File: src/hdl/dra_pkg.sv
// shared types and constants of the descriptor range allocator
`timescale 1ns / 1ps
package dra_pkg;

    localparam int CNT_W  = 20;
    localparam int INC_W  = 12;
    localparam int ADDR_W = 64;
    localparam int POS_W  = CNT_W + 1;
    localparam int PROD_W = POS_W + INC_W;

    localparam int APB_ADDR_W = 5;
    localparam int APB_DATA_W = 64;

    localparam logic [1:0] REG_HEAP_CAPACITY    = 2'd0;
    localparam logic [1:0] REG_HANDLE_INCREMENT = 2'd1;
    localparam logic [1:0] REG_CPU_BASE         = 2'd2;
    localparam logic [1:0] REG_GPU_BASE         = 2'd3;

    localparam logic [INC_W-1:0] HANDLE_INCREMENT_RESET = 12'd32;

    typedef enum logic [1:0] {
        CMD_ALLOC      = 2'd0,
        CMD_RELEASE    = 2'd1,
        CMD_CPU_HANDLE = 2'd2,
        CMD_GPU_HANDLE = 2'd3
    } t_cmd;

    typedef enum logic [2:0] {
        ST_OK         = 3'd0,
        ST_ZERO_COUNT = 3'd1,
        ST_NO_MEMORY  = 3'd2,
        ST_NOT_INIT   = 3'd3,
        ST_TABLE_FULL = 3'd4
    } t_status;

    typedef enum logic [3:0] {
        S_IDLE,
        S_DECODE,
        S_CHECK,
        S_SHIFT,
        S_BUMP,
        S_ADD,
        S_DONE
    } t_state;

    typedef struct packed {
        logic [1:0]       command;
        logic [CNT_W-1:0] req_count;
        logic [CNT_W-1:0] req_offset;
        logic [CNT_W-1:0] elem_index;
    } t_req;

    typedef struct packed {
        logic [2:0]        status;
        logic [CNT_W-1:0]  range_offset;
        logic [CNT_W-1:0]  range_count;
        logic              reused;
        logic [ADDR_W-1:0] handle_addr;
    } t_rsp;

    typedef struct packed {
        logic [CNT_W-1:0]  heap_capacity;
        logic [INC_W-1:0]  handle_increment;
        logic [ADDR_W-1:0] cpu_base;
        logic [ADDR_W-1:0] gpu_base;
    } t_cfg;

    typedef struct packed {
        logic [CNT_W-1:0] offset;
        logic [CNT_W-1:0] count;
    } t_entry;

    // controller to datapath
    typedef struct packed {
        logic    load_req;
        logic    search_start;
        logic    search_next;
        logic    take_hit;
        logic    shift;
        logic    shrink;
        logic    bump;
        logic    push;
        logic    mul;
        logic    add;
        logic    set_status;
        t_status status;
        logic    emit;
    } t_dp_cmd;

    // datapath to controller
    typedef struct packed {
        t_cmd cmd;
        logic cap_zero;
        logic cnt_zero;
        logic len_zero;
        logic table_full;
        logic hit;
        logic ptr_zero;
        logic more;
        logic room;
        logic out_free;
    } t_dp_sts;

endpackage

File: src/hdl/dra_regs.sv
// apb configuration registers of the descriptor range allocator
`timescale 1ns / 1ps
module dra_regs (
    input  logic                           i_clk,
    input  logic                           i_rst_n,
    input  logic                           psel,
    input  logic                           penable,
    input  logic                           pwrite,
    input  logic [dra_pkg::APB_ADDR_W-1:0] paddr,
    input  logic [dra_pkg::APB_DATA_W-1:0] pwdata,
    output logic [dra_pkg::APB_DATA_W-1:0] prdata,
    output logic                           pready,
    output dra_pkg::t_cfg                  o_cfg
);
    import dra_pkg::*;

    t_cfg       r_cfg;
    logic       wr_en;
    logic [1:0] reg_idx;

    assign pready  = 1'b1;
    assign reg_idx = paddr[4:3];
    assign wr_en   = psel & penable & pwrite & pready;

    always_ff @(posedge i_clk) begin
        if (!i_rst_n) begin
            r_cfg <= '{heap_capacity: '0, handle_increment: HANDLE_INCREMENT_RESET,
                       cpu_base: '0, gpu_base: '0};
        end else if (wr_en) begin
            unique case (reg_idx)
                REG_HEAP_CAPACITY:    r_cfg.heap_capacity    <= pwdata[CNT_W-1:0];
                REG_HANDLE_INCREMENT: r_cfg.handle_increment <= pwdata[INC_W-1:0];
                REG_CPU_BASE:         r_cfg.cpu_base         <= pwdata;
                REG_GPU_BASE:         r_cfg.gpu_base         <= pwdata;
                default:              r_cfg.gpu_base         <= r_cfg.gpu_base;
            endcase
        end
    end

    always_comb begin
        unique case (reg_idx)
            REG_HEAP_CAPACITY:    prdata = APB_DATA_W'(r_cfg.heap_capacity);
            REG_HANDLE_INCREMENT: prdata = APB_DATA_W'(r_cfg.handle_increment);
            REG_CPU_BASE:         prdata = r_cfg.cpu_base;
            REG_GPU_BASE:         prdata = r_cfg.gpu_base;
            default:              prdata = '0;
        endcase
    end

    assign o_cfg = r_cfg;

endmodule

File: src/hdl/dra_dp.sv
// datapath: request register, free table, bump cursor, handle math, output register
`timescale 1ns / 1ps
module dra_dp #(
    parameter int FREE_DEPTH = 16
) (
    input  logic             i_clk,
    input  logic             i_rst_n,
    input  dra_pkg::t_req    i_req,
    input  dra_pkg::t_cfg    i_cfg,
    input  dra_pkg::t_dp_cmd i_cmd,
    output dra_pkg::t_dp_sts o_sts,
    input  logic             i_rsp_stall,
    output logic             o_rsp_valid,
    output dra_pkg::t_rsp    o_rsp
);
    import dra_pkg::*;

    localparam int LW = $clog2(FREE_DEPTH + 1);
    localparam int IW = (FREE_DEPTH > 1) ? $clog2(FREE_DEPTH) : 1;

    t_entry mem [FREE_DEPTH];

    t_req              r_req;
    t_rsp              r_res;
    t_rsp              r_out;
    logic              r_out_valid;
    t_entry            r_rd;
    logic [CNT_W-1:0]  r_cursor;
    logic [LW-1:0]     r_free_len;
    logic [LW-1:0]     r_ptr;
    logic [PROD_W-1:0] r_prod;

    logic [LW-1:0]     ptr_inc;
    logic [LW-1:0]     ptr_dec;
    logic [LW-1:0]     len_dec;
    logic              more;
    logic              rd_en;
    logic [IW-1:0]     rd_addr;
    logic              wr_en;
    logic [IW-1:0]     wr_addr;
    t_entry            wr_data;
    logic [CNT_W:0]    space;
    logic [POS_W-1:0]  pos;
    logic [ADDR_W-1:0] base;
    logic              out_free;

    assign ptr_inc  = r_ptr + LW'(1);
    assign ptr_dec  = r_ptr - LW'(1);
    assign len_dec  = r_free_len - LW'(1);
    assign more     = ptr_inc < r_free_len;
    assign out_free = !r_out_valid || !i_rsp_stall;
    assign space    = {1'b0, i_cfg.heap_capacity} - {1'b0, r_cursor};
    assign pos      = {1'b0, r_req.req_offset} + {1'b0, r_req.elem_index};
    assign base     = (t_cmd'(r_req.command) == CMD_GPU_HANDLE) ? i_cfg.gpu_base
                                                                : i_cfg.cpu_base;

    always_comb begin
        rd_en   = 1'b0;
        rd_addr = ptr_inc[IW-1:0];
        priority if (i_cmd.search_start) begin
            rd_en   = 1'b1;
            rd_addr = len_dec[IW-1:0];
        end else if (i_cmd.search_next) begin
            rd_en   = 1'b1;
            rd_addr = ptr_dec[IW-1:0];
        end else if (i_cmd.take_hit || i_cmd.shift) begin
            rd_en   = more;
            rd_addr = ptr_inc[IW-1:0];
        end else begin
            rd_en   = 1'b0;
        end
    end

    always_comb begin
        wr_en   = 1'b0;
        wr_addr = r_free_len[IW-1:0];
        wr_data = '{offset: r_req.req_offset, count: r_req.req_count};
        priority if (i_cmd.shift) begin
            wr_en   = 1'b1;
            wr_addr = ptr_dec[IW-1:0];
            wr_data = r_rd;
        end else if (i_cmd.push) begin
            wr_en   = 1'b1;
        end else begin
            wr_en   = 1'b0;
        end
    end

    always_ff @(posedge i_clk) begin
        if (wr_en) begin
            mem[wr_addr] <= wr_data;
        end
        if (rd_en) begin
            r_rd <= mem[rd_addr];
        end
    end

    always_ff @(posedge i_clk) begin
        if (i_cmd.load_req) begin
            r_req <= i_req;
        end
        if (i_cmd.search_start) begin
            r_ptr <= len_dec;
        end else if (i_cmd.search_next) begin
            r_ptr <= ptr_dec;
        end else if (i_cmd.take_hit || i_cmd.shift) begin
            r_ptr <= ptr_inc;
        end
        if (i_cmd.mul) begin
            r_prod <= PROD_W'(pos) * PROD_W'(i_cfg.handle_increment);
        end
        priority if (i_cmd.set_status) begin
            r_res <= '{status: i_cmd.status, range_offset: '0, range_count: '0,
                       reused: 1'b0, handle_addr: '0};
        end else if (i_cmd.take_hit) begin
            r_res <= '{status: ST_OK, range_offset: r_rd.offset, range_count: r_rd.count,
                       reused: 1'b1, handle_addr: '0};
        end else if (i_cmd.bump) begin
            r_res <= '{status: ST_OK, range_offset: r_cursor, range_count: r_req.req_count,
                       reused: 1'b0, handle_addr: '0};
        end else if (i_cmd.push) begin
            r_res <= '{status: ST_OK, range_offset: '0, range_count: '0,
                       reused: 1'b0, handle_addr: '0};
        end else if (i_cmd.add) begin
            r_res <= '{status: ST_OK, range_offset: '0, range_count: '0,
                       reused: 1'b0, handle_addr: base + ADDR_W'(r_prod)};
        end else begin
            r_res <= r_res;
        end
        if (i_cmd.emit) begin
            r_out <= r_res;
        end
    end

    always_ff @(posedge i_clk) begin
        if (!i_rst_n) begin
            r_cursor    <= '0;
            r_free_len  <= '0;
            r_out_valid <= 1'b0;
        end else begin
            if (i_cmd.bump) begin
                r_cursor <= r_cursor + r_req.req_count;
            end
            if (i_cmd.shrink) begin
                r_free_len <= len_dec;
            end else if (i_cmd.push) begin
                r_free_len <= r_free_len + LW'(1);
            end
            if (i_cmd.emit) begin
                r_out_valid <= 1'b1;
            end else if (!i_rsp_stall) begin
                r_out_valid <= 1'b0;
            end
        end
    end

    always_comb begin
        o_sts.cmd        = t_cmd'(r_req.command);
        o_sts.cap_zero   = i_cfg.heap_capacity == '0;
        o_sts.cnt_zero   = r_req.req_count == '0;
        o_sts.len_zero   = r_free_len == '0;
        o_sts.table_full = r_free_len >= LW'(FREE_DEPTH);
        o_sts.hit        = r_rd.count == r_req.req_count;
        o_sts.ptr_zero   = r_ptr == '0;
        o_sts.more       = more;
        o_sts.room       = !space[CNT_W] && (space[CNT_W-1:0] >= r_req.req_count);
        o_sts.out_free   = out_free;
    end

    assign o_rsp_valid = r_out_valid;
    assign o_rsp       = r_out;

    a_len_bound: assert property (@(posedge i_clk) disable iff (!i_rst_n)
        r_free_len <= LW'(FREE_DEPTH))
        else $error("free table length beyond depth");

    a_shrink_step: assert property (@(posedge i_clk) disable iff (!i_rst_n)
        i_cmd.shrink |=> r_free_len == $past(len_dec))
        else $error("free table did not shrink by one");

    a_emit_free: assert property (@(posedge i_clk) disable iff (!i_rst_n)
        i_cmd.emit |-> out_free)
        else $error("result overwrote a waiting result");

    a_hit_match: assert property (@(posedge i_clk) disable iff (!i_rst_n)
        i_cmd.take_hit |-> r_rd.count == r_req.req_count)
        else $error("reuse of a range with another count");

endmodule

File: src/hdl/dra_ctrl.sv
// controller state machine of the descriptor range allocator
`timescale 1ns / 1ps
module dra_ctrl (
    input  logic             i_clk,
    input  logic             i_rst_n,
    input  logic             i_req_valid,
    output logic             o_req_stall,
    input  dra_pkg::t_dp_sts i_sts,
    output dra_pkg::t_dp_cmd o_cmd
);
    import dra_pkg::*;

    t_state r_state;
    t_state n_state;

    always_ff @(posedge i_clk) begin
        if (!i_rst_n) begin
            r_state <= S_IDLE;
        end else begin
            r_state <= n_state;
        end
    end

    always_comb begin
        n_state = r_state;
        unique case (r_state)
            S_IDLE: begin
                if (i_req_valid) n_state = S_DECODE;
            end
            S_DECODE: begin
                unique case (i_sts.cmd)
                    CMD_ALLOC: begin
                        priority if (i_sts.cap_zero || i_sts.cnt_zero) n_state = S_DONE;
                        else if (i_sts.len_zero) n_state = S_BUMP;
                        else n_state = S_CHECK;
                    end
                    CMD_RELEASE: n_state = S_DONE;
                    default:     n_state = S_ADD;
                endcase
            end
            S_CHECK: begin
                priority if (i_sts.hit) n_state = i_sts.more ? S_SHIFT : S_DONE;
                else if (i_sts.ptr_zero) n_state = S_BUMP;
                else n_state = S_CHECK;
            end
            S_SHIFT: begin
                if (!i_sts.more) n_state = S_DONE;
            end
            S_BUMP:  n_state = S_DONE;
            S_ADD:   n_state = S_DONE;
            S_DONE: begin
                if (i_sts.out_free) n_state = S_IDLE;
            end
            default: n_state = S_IDLE;
        endcase
    end

    always_comb begin
        o_cmd        = '0;
        o_cmd.status = ST_OK;
        o_req_stall  = 1'b1;
        unique case (r_state)
            S_IDLE: begin
                o_req_stall    = 1'b0;
                o_cmd.load_req = i_req_valid;
            end
            S_DECODE: begin
                unique case (i_sts.cmd)
                    CMD_ALLOC: begin
                        priority if (i_sts.cap_zero) begin
                            o_cmd.set_status = 1'b1;
                            o_cmd.status     = ST_NOT_INIT;
                        end else if (i_sts.cnt_zero) begin
                            o_cmd.set_status = 1'b1;
                            o_cmd.status     = ST_ZERO_COUNT;
                        end else begin
                            o_cmd.search_start = !i_sts.len_zero;
                        end
                    end
                    CMD_RELEASE: begin
                        priority if (i_sts.cnt_zero) begin
                            o_cmd.set_status = 1'b1;
                            o_cmd.status     = ST_ZERO_COUNT;
                        end else if (i_sts.table_full) begin
                            o_cmd.set_status = 1'b1;
                            o_cmd.status     = ST_TABLE_FULL;
                        end else begin
                            o_cmd.push = 1'b1;
                        end
                    end
                    default: o_cmd.mul = 1'b1;
                endcase
            end
            S_CHECK: begin
                if (i_sts.hit) begin
                    o_cmd.take_hit = 1'b1;
                    o_cmd.shrink   = !i_sts.more;
                end else begin
                    o_cmd.search_next = !i_sts.ptr_zero;
                end
            end
            S_SHIFT: begin
                o_cmd.shift  = 1'b1;
                o_cmd.shrink = !i_sts.more;
            end
            S_BUMP: begin
                if (i_sts.room) begin
                    o_cmd.bump = 1'b1;
                end else begin
                    o_cmd.set_status = 1'b1;
                    o_cmd.status     = ST_NO_MEMORY;
                end
            end
            S_ADD:  o_cmd.add  = 1'b1;
            S_DONE: o_cmd.emit = i_sts.out_free;
            default: o_cmd = '0;
        endcase
    end

endmodule

File: src/hdl/descriptor_range_allocator.sv
// top level of the descriptor range allocator
// usage:
//   request channel i_req_valid / o_req_stall / i_req carries one command:
//   allocate, release, cpu handle or gpu handle. response channel
//   o_rsp_valid / i_rsp_stall / o_rsp returns exactly one result per request.
//   heap capacity, handle increment and the two base addresses are written
//   over the apb port while no request is in flight.
// steps: release, zero count and not initialized are decided at decode; handles
//   form the product of position and increment, then add the base; allocate
//   with an empty table falls back to a bump, else it searches the table and on
//   a hit moves the entries above the reused one down, or bumps on no hit.
//   one request at a time: the next request is taken at the edge after the
//   response is loaded.
//   the free table memory is read one entry per cycle, newest first, and the
//   entries above a reused one are moved down one per cycle.
// reset clears the cursor and empties the free table; registers take their
//   reset values. a stalled response holds in the output register while the
//   next request is taken; a further result waits until that slot drains.
`timescale 1ns / 1ps
module descriptor_range_allocator #(
    parameter int FREE_DEPTH = 16
) (
    input  logic                           i_clk,
    input  logic                           i_rst_n,
    input  logic                           i_req_valid,
    output logic                           o_req_stall,
    input  dra_pkg::t_req                  i_req,
    output logic                           o_rsp_valid,
    input  logic                           i_rsp_stall,
    output dra_pkg::t_rsp                  o_rsp,
    input  logic                           psel,
    input  logic                           penable,
    input  logic                           pwrite,
    input  logic [dra_pkg::APB_ADDR_W-1:0] paddr,
    input  logic [dra_pkg::APB_DATA_W-1:0] pwdata,
    output logic [dra_pkg::APB_DATA_W-1:0] prdata,
    output logic                           pready
);
    import dra_pkg::*;

    t_cfg    cfg;
    t_dp_cmd cmd;
    t_dp_sts sts;

    dra_regs u_regs (
        .i_clk   (i_clk),
        .i_rst_n (i_rst_n),
        .psel    (psel),
        .penable (penable),
        .pwrite  (pwrite),
        .paddr   (paddr),
        .pwdata  (pwdata),
        .prdata  (prdata),
        .pready  (pready),
        .o_cfg   (cfg)
    );

    dra_ctrl u_ctrl (
        .i_clk       (i_clk),
        .i_rst_n     (i_rst_n),
        .i_req_valid (i_req_valid),
        .o_req_stall (o_req_stall),
        .i_sts       (sts),
        .o_cmd       (cmd)
    );

    dra_dp #(
        .FREE_DEPTH (FREE_DEPTH)
    ) u_dp (
        .i_clk       (i_clk),
        .i_rst_n     (i_rst_n),
        .i_req       (i_req),
        .i_cfg       (cfg),
        .i_cmd       (cmd),
        .o_sts       (sts),
        .i_rsp_stall (i_rsp_stall),
        .o_rsp_valid (o_rsp_valid),
        .o_rsp       (o_rsp)
    );

endmodule

File: config.mk
export PLATFORM = sky130hd
export DESIGN_NAME = descriptor_range_allocator
export DESIGN_NICKNAME = d
export VERILOG_FILES = /design/src/hdl/dra_pkg.sv /design/src/hdl/dra_regs.sv /design/src/hdl/dra_dp.sv /design/src/hdl/dra_ctrl.sv /design/src/hdl/descriptor_range_allocator.sv
export SDC_FILE = /design/constraint.sdc
export NUM_CORES = 2
export LEC_CHECK = 0
export ABC_CLOCK_PERIOD_IN_PS = 18000
export BUFFER_PORTS_ARGS = -buffer_cell sky130_fd_sc_hd__buf_4
export CAP_MARGIN = 20
export CORE_MARGIN = 3
export CORE_UTILIZATION = 65
export CTS_BUF_LIST = sky130_fd_sc_hd__clkbuf_8
export CTS_CLUSTER_DIAMETER = 40
export DETAILED_ROUTE_END_ITERATION = 12
export GPL_TIMING_DRIVEN = 0
export PLACE_DENSITY = 0.84
export SKIP_LAST_GASP = 1
export SYNTH_ARGS = -nofsm -noshare
export SYNTH_HDL_FRONTEND = slang
export SYNTH_HIERARCHICAL = 1
export SYNTH_SLANG_ARGS = --single-unit
File: constraint.sdc
create_clock -name i_clk -period 18 [get_ports i_clk]
set_clock_uncertainty 0.15 [all_clocks]
set_input_delay 5.4 -clock i_clk [delete_from_list [all_inputs] [get_ports i_clk]]
set_output_delay 5.4 -clock i_clk [all_outputs]
set_load 0.05 [all_outputs]
==> impl_metrics.toml <==
[run_status]
status = "finished clean"

[detailed_routing]
route.vias.total = 43181
drcViolationCount = 0
drt_iter0_drc = 5758
ant_nets = 0
firstDrtPassIters = 12
routed_wl_um = 180000
avgRoutedWirePerCell_um = 27.0
via_per_inst = 6.45

[worst_hold_path]
hold_path.class = "reg -> reg"
holdPathEnd = "u_dp/o_rsp[0]$_DFFE_PP_"
min_from = "u_dp/r_res[0]$_SDFFE_PP0P_"
hold_path_depth = 0

[critical_path]
r2r_slack_ps = 9630
crit_arrival_ps = 7040
required_ps = 12450
max_stage_delay_ps = 500
r2r_start = "u_dp/r_req[20]$_DFFE_PP_"
cp_max_fo = 10
critPathLaunchType = "primary input"
slowest_stage = "o21ai_0"
critical_path_class = "in -> out"
cp_num_buf_inv = 4
rr_worst_depth = 29
crit_top_cell = "buf_4"
rr_endpoint = "u_dp/r_prod[32]$_DFFE_PP_"
endpoint_kind = "output port"
cpLargestDelayFamily = "buffers and inverters"
path_cells = "buf_2, buf_4, buf_4, mux2i_1, o21ai_0, buf_4"

[cts]
cts_max_level = 4
numCtsBuffers = 187
postCtsSetupRepairBufs = 0
clk_pin_slew_ps = 60
cts_root_buffer = "clkbuf_8"
insertion_delay_ps = 900
cts_resized = 0
cts.sinks = 1185
clockBufferDepth = 3
holdBufCountCts = 0
cts_tree = "built"

[final_layout]
final_nets = 5804
area_growth_pct = 14.4
layout_commonest_cell = "edfxtp_1"
layout.cells.non_filler = 6690
drive_above_1_share = 0.180
final_cell_area_mm2 = 0.0690
layout_common_cells = "edfxtp_1 (891), nand2_1 (687), buf_4 (351)"

[floorplanning]
die_h_um = 310
pin_count = 313
row_count = 111
dieArea_mm2 = 0.0964
fp.coreArea_mm2 = 0.0918
start_util = 0.656
die_w_um = 310

[global_routing]
grtUsageTotal = 0.376
overflow = 0
antenna_found_initial = 10
grt_pass1_vias = 42537
grt_pass1_wl_um = 265000
grt_max_degree = 41

[power]
power_density_mw_per_mm2 = 140
power_switching_mw = 3.68
vdd_ir_drop_max_uv = 131
swShare = 0.381
p_clk_frac = 0.234
p_seq_frac = 0.372
intPower_mw = 5.97
leakage_nw = 26.8
comb_power_share = 0.395

[run]
cap_violations = 0

[sta]
grt_setup_unrepaired = "false"
hold_viol_final = 0
setup_viol = 0
fin_tns_setup_ps = 0
fmax_mhz = 79.4
tightestPinTransition_ps = 1240
maxSlewViolCount = 0
slew-limit-headroom = 0.174
min_period_ps = 12590
fin_crit_sh = 0.700

[placement]
gp_congestion = 1.00
io_buffers = 306
dp.cells = 6333
place_area_mm2 = 0.0652
dp_hpwl_um = 128000

[synth]
synth_top_flop_cell = "edfxtp_1"
syn_nets = 5257
synth_area_leaders = "edfxtp_1 (44%), dfxtp_1 (9.8%), fa_1 (6.4%)"
synth_top_cell_by_area = "edfxtp_1"
netlist_instances = 4732
synth_seq_cells = 1185
seq_area_frac_synth = 0.542
synth_edf_count = 891
synth_top_area_frac = 0.444
syn-cell-area_mm2 = 0.0603
synth_cell_types = 114
syn_avg_cell_area_um2 = 12.7
yosysWarnings = 6
synthArstFlopShare = 0
[through the flow]
stage	utilization	total power, mW	hold WS, ps	setup WS, ps
finish	0.751	9.66	255	5410
global route	0.751	10.1	268	5410
CTS	0.751	9.58	263	5480
detailed placement	0.710	7.30	255	5480
global placement	0.698	7.10	263	4440
floorplan	-	6.14	250	5340
[synthesized netlist by cell type, types with 13 or more instances]
master	number
edfxtp_1	891
nand2_1	688
mux2i_1	300
dfxtp_1	294
inv_1	279
nor2_1	218
fa_1	194
ha_1	193
mux4_2	172
clkbuf_1	169
a21oi_1	149
and2_1	142
o21ai_0	131
xnor2_1	101
nand3_1	98
a211oi_1	62
a21o_1	53
xor2_1	52
a222oi_1	39
nor3_1	36
nor2b_1	33
buf_4	31
nand2b_1	26
nor4_1	25
buf_2	24
mux2_2	21
a31oi_1	18
nand4_1	18
o21a_1	18
buf_6	14
o21ai_1	13
or3_1	13
[power groups by stage]
stage	clock (mW)	sequential [mW]	combinational [mW]
final	2.26	3.59	3.81
after global routing	2.40	3.59	4.10
after CTS	2.28	3.57	3.73
after detailed placement	0	3.62	3.67
after global placement	0	3.64	3.46
after floorplan	0	3.56	2.58
[per-layer routing]
layer / share of wire / vias up / global-route usage
met3: 0.12 / 802 / 0.0960
met2: 0.47 / 3197 / 0.596
met5: 0.000072 / - / 0
li1: - / 18237 / -
met1: 0.34 / 20943 / 0.467
met4: 0.071 / 2 / 0.234
[state kept, by name, indices dropped and copies added (netlist names)]
| signal | flops |
|---|---|
| u_dp/r_cursor | 20 |
| u_dp/o_rsp_valid | 1 |
| u_dp/r_ptr | 5 |
| u_dp/r_res | 108 |
| u_dp/mem | 640 |
| u_dp/r_rd | 40 |
| u_dp/r_req | 60 |
| u_dp/o_rsp | 108 |
| u_dp/r_prod | 33 |
| u_regs/o_cfg | 160 |
| u_dp/o_sts | 2 |
| u_dp/r_free_len | 5 |
| u_ctrl/r_state | 3 |
[worst register-to-register path, delay by kind of cell (launching register included)]
family / cells / cell delay, ps
adder cells (fa/ha/maj): 8 / 3630
AO/OA/AOI/OAI: 13 / 2640
buffers and inverters: 4 / 610
flip-flops: 1 / 530
XOR/XNOR: 2 / 330
AND/OR/NAND/NOR: 2 / 250
[how the worst max path moves through the flow]
stage / startpoint / end / slack, ps / cells past startpoint
final: paddr[3] / prdata[15] / 5410 / 6
after global routing: paddr[3] / prdata[15] / 5410 / 6
after CTS: paddr[3] / prdata[15] / 5480 / 6
after detailed placement: paddr[3] / prdata[15] / 5480 / 6
after global placement: i_rsp_stall / u_dp/o_rsp[10]$_DFFE_PP_ / 4440 / 5
after floorplan: paddr[3] / prdata[15] / 5340 / 5
[final cells by class]
| cell class | count | area [um2] |
|---|---|---|
| repair buffers | 358 | 3240 |
| inverters | 280 | 1050 |
| diodes | 8 | 20.0 |
| well taps | 1243 | 1560 |
| fillers | 5601 | 22800 |
| clock buffers | 200 | 2750 |
| flip-flops and latches | 1185 | 32600 |
| multi-input cells | 3010 | 25400 |
| clock inverters | 149 | 961 |
| plain buffers | 257 | 1300 |
[logic make-up after synthesis]
family / synth area share
compound gates: 0.0702
simple gates: 0.104
flops: 0.542
mux: 0.118
xor+xnor: 0.0222
fa+ha+maj: 0.105
buf+inv: 0.0390
other cells: 0.0000622
No activity file was read; power rests on OpenSTA's default activity.
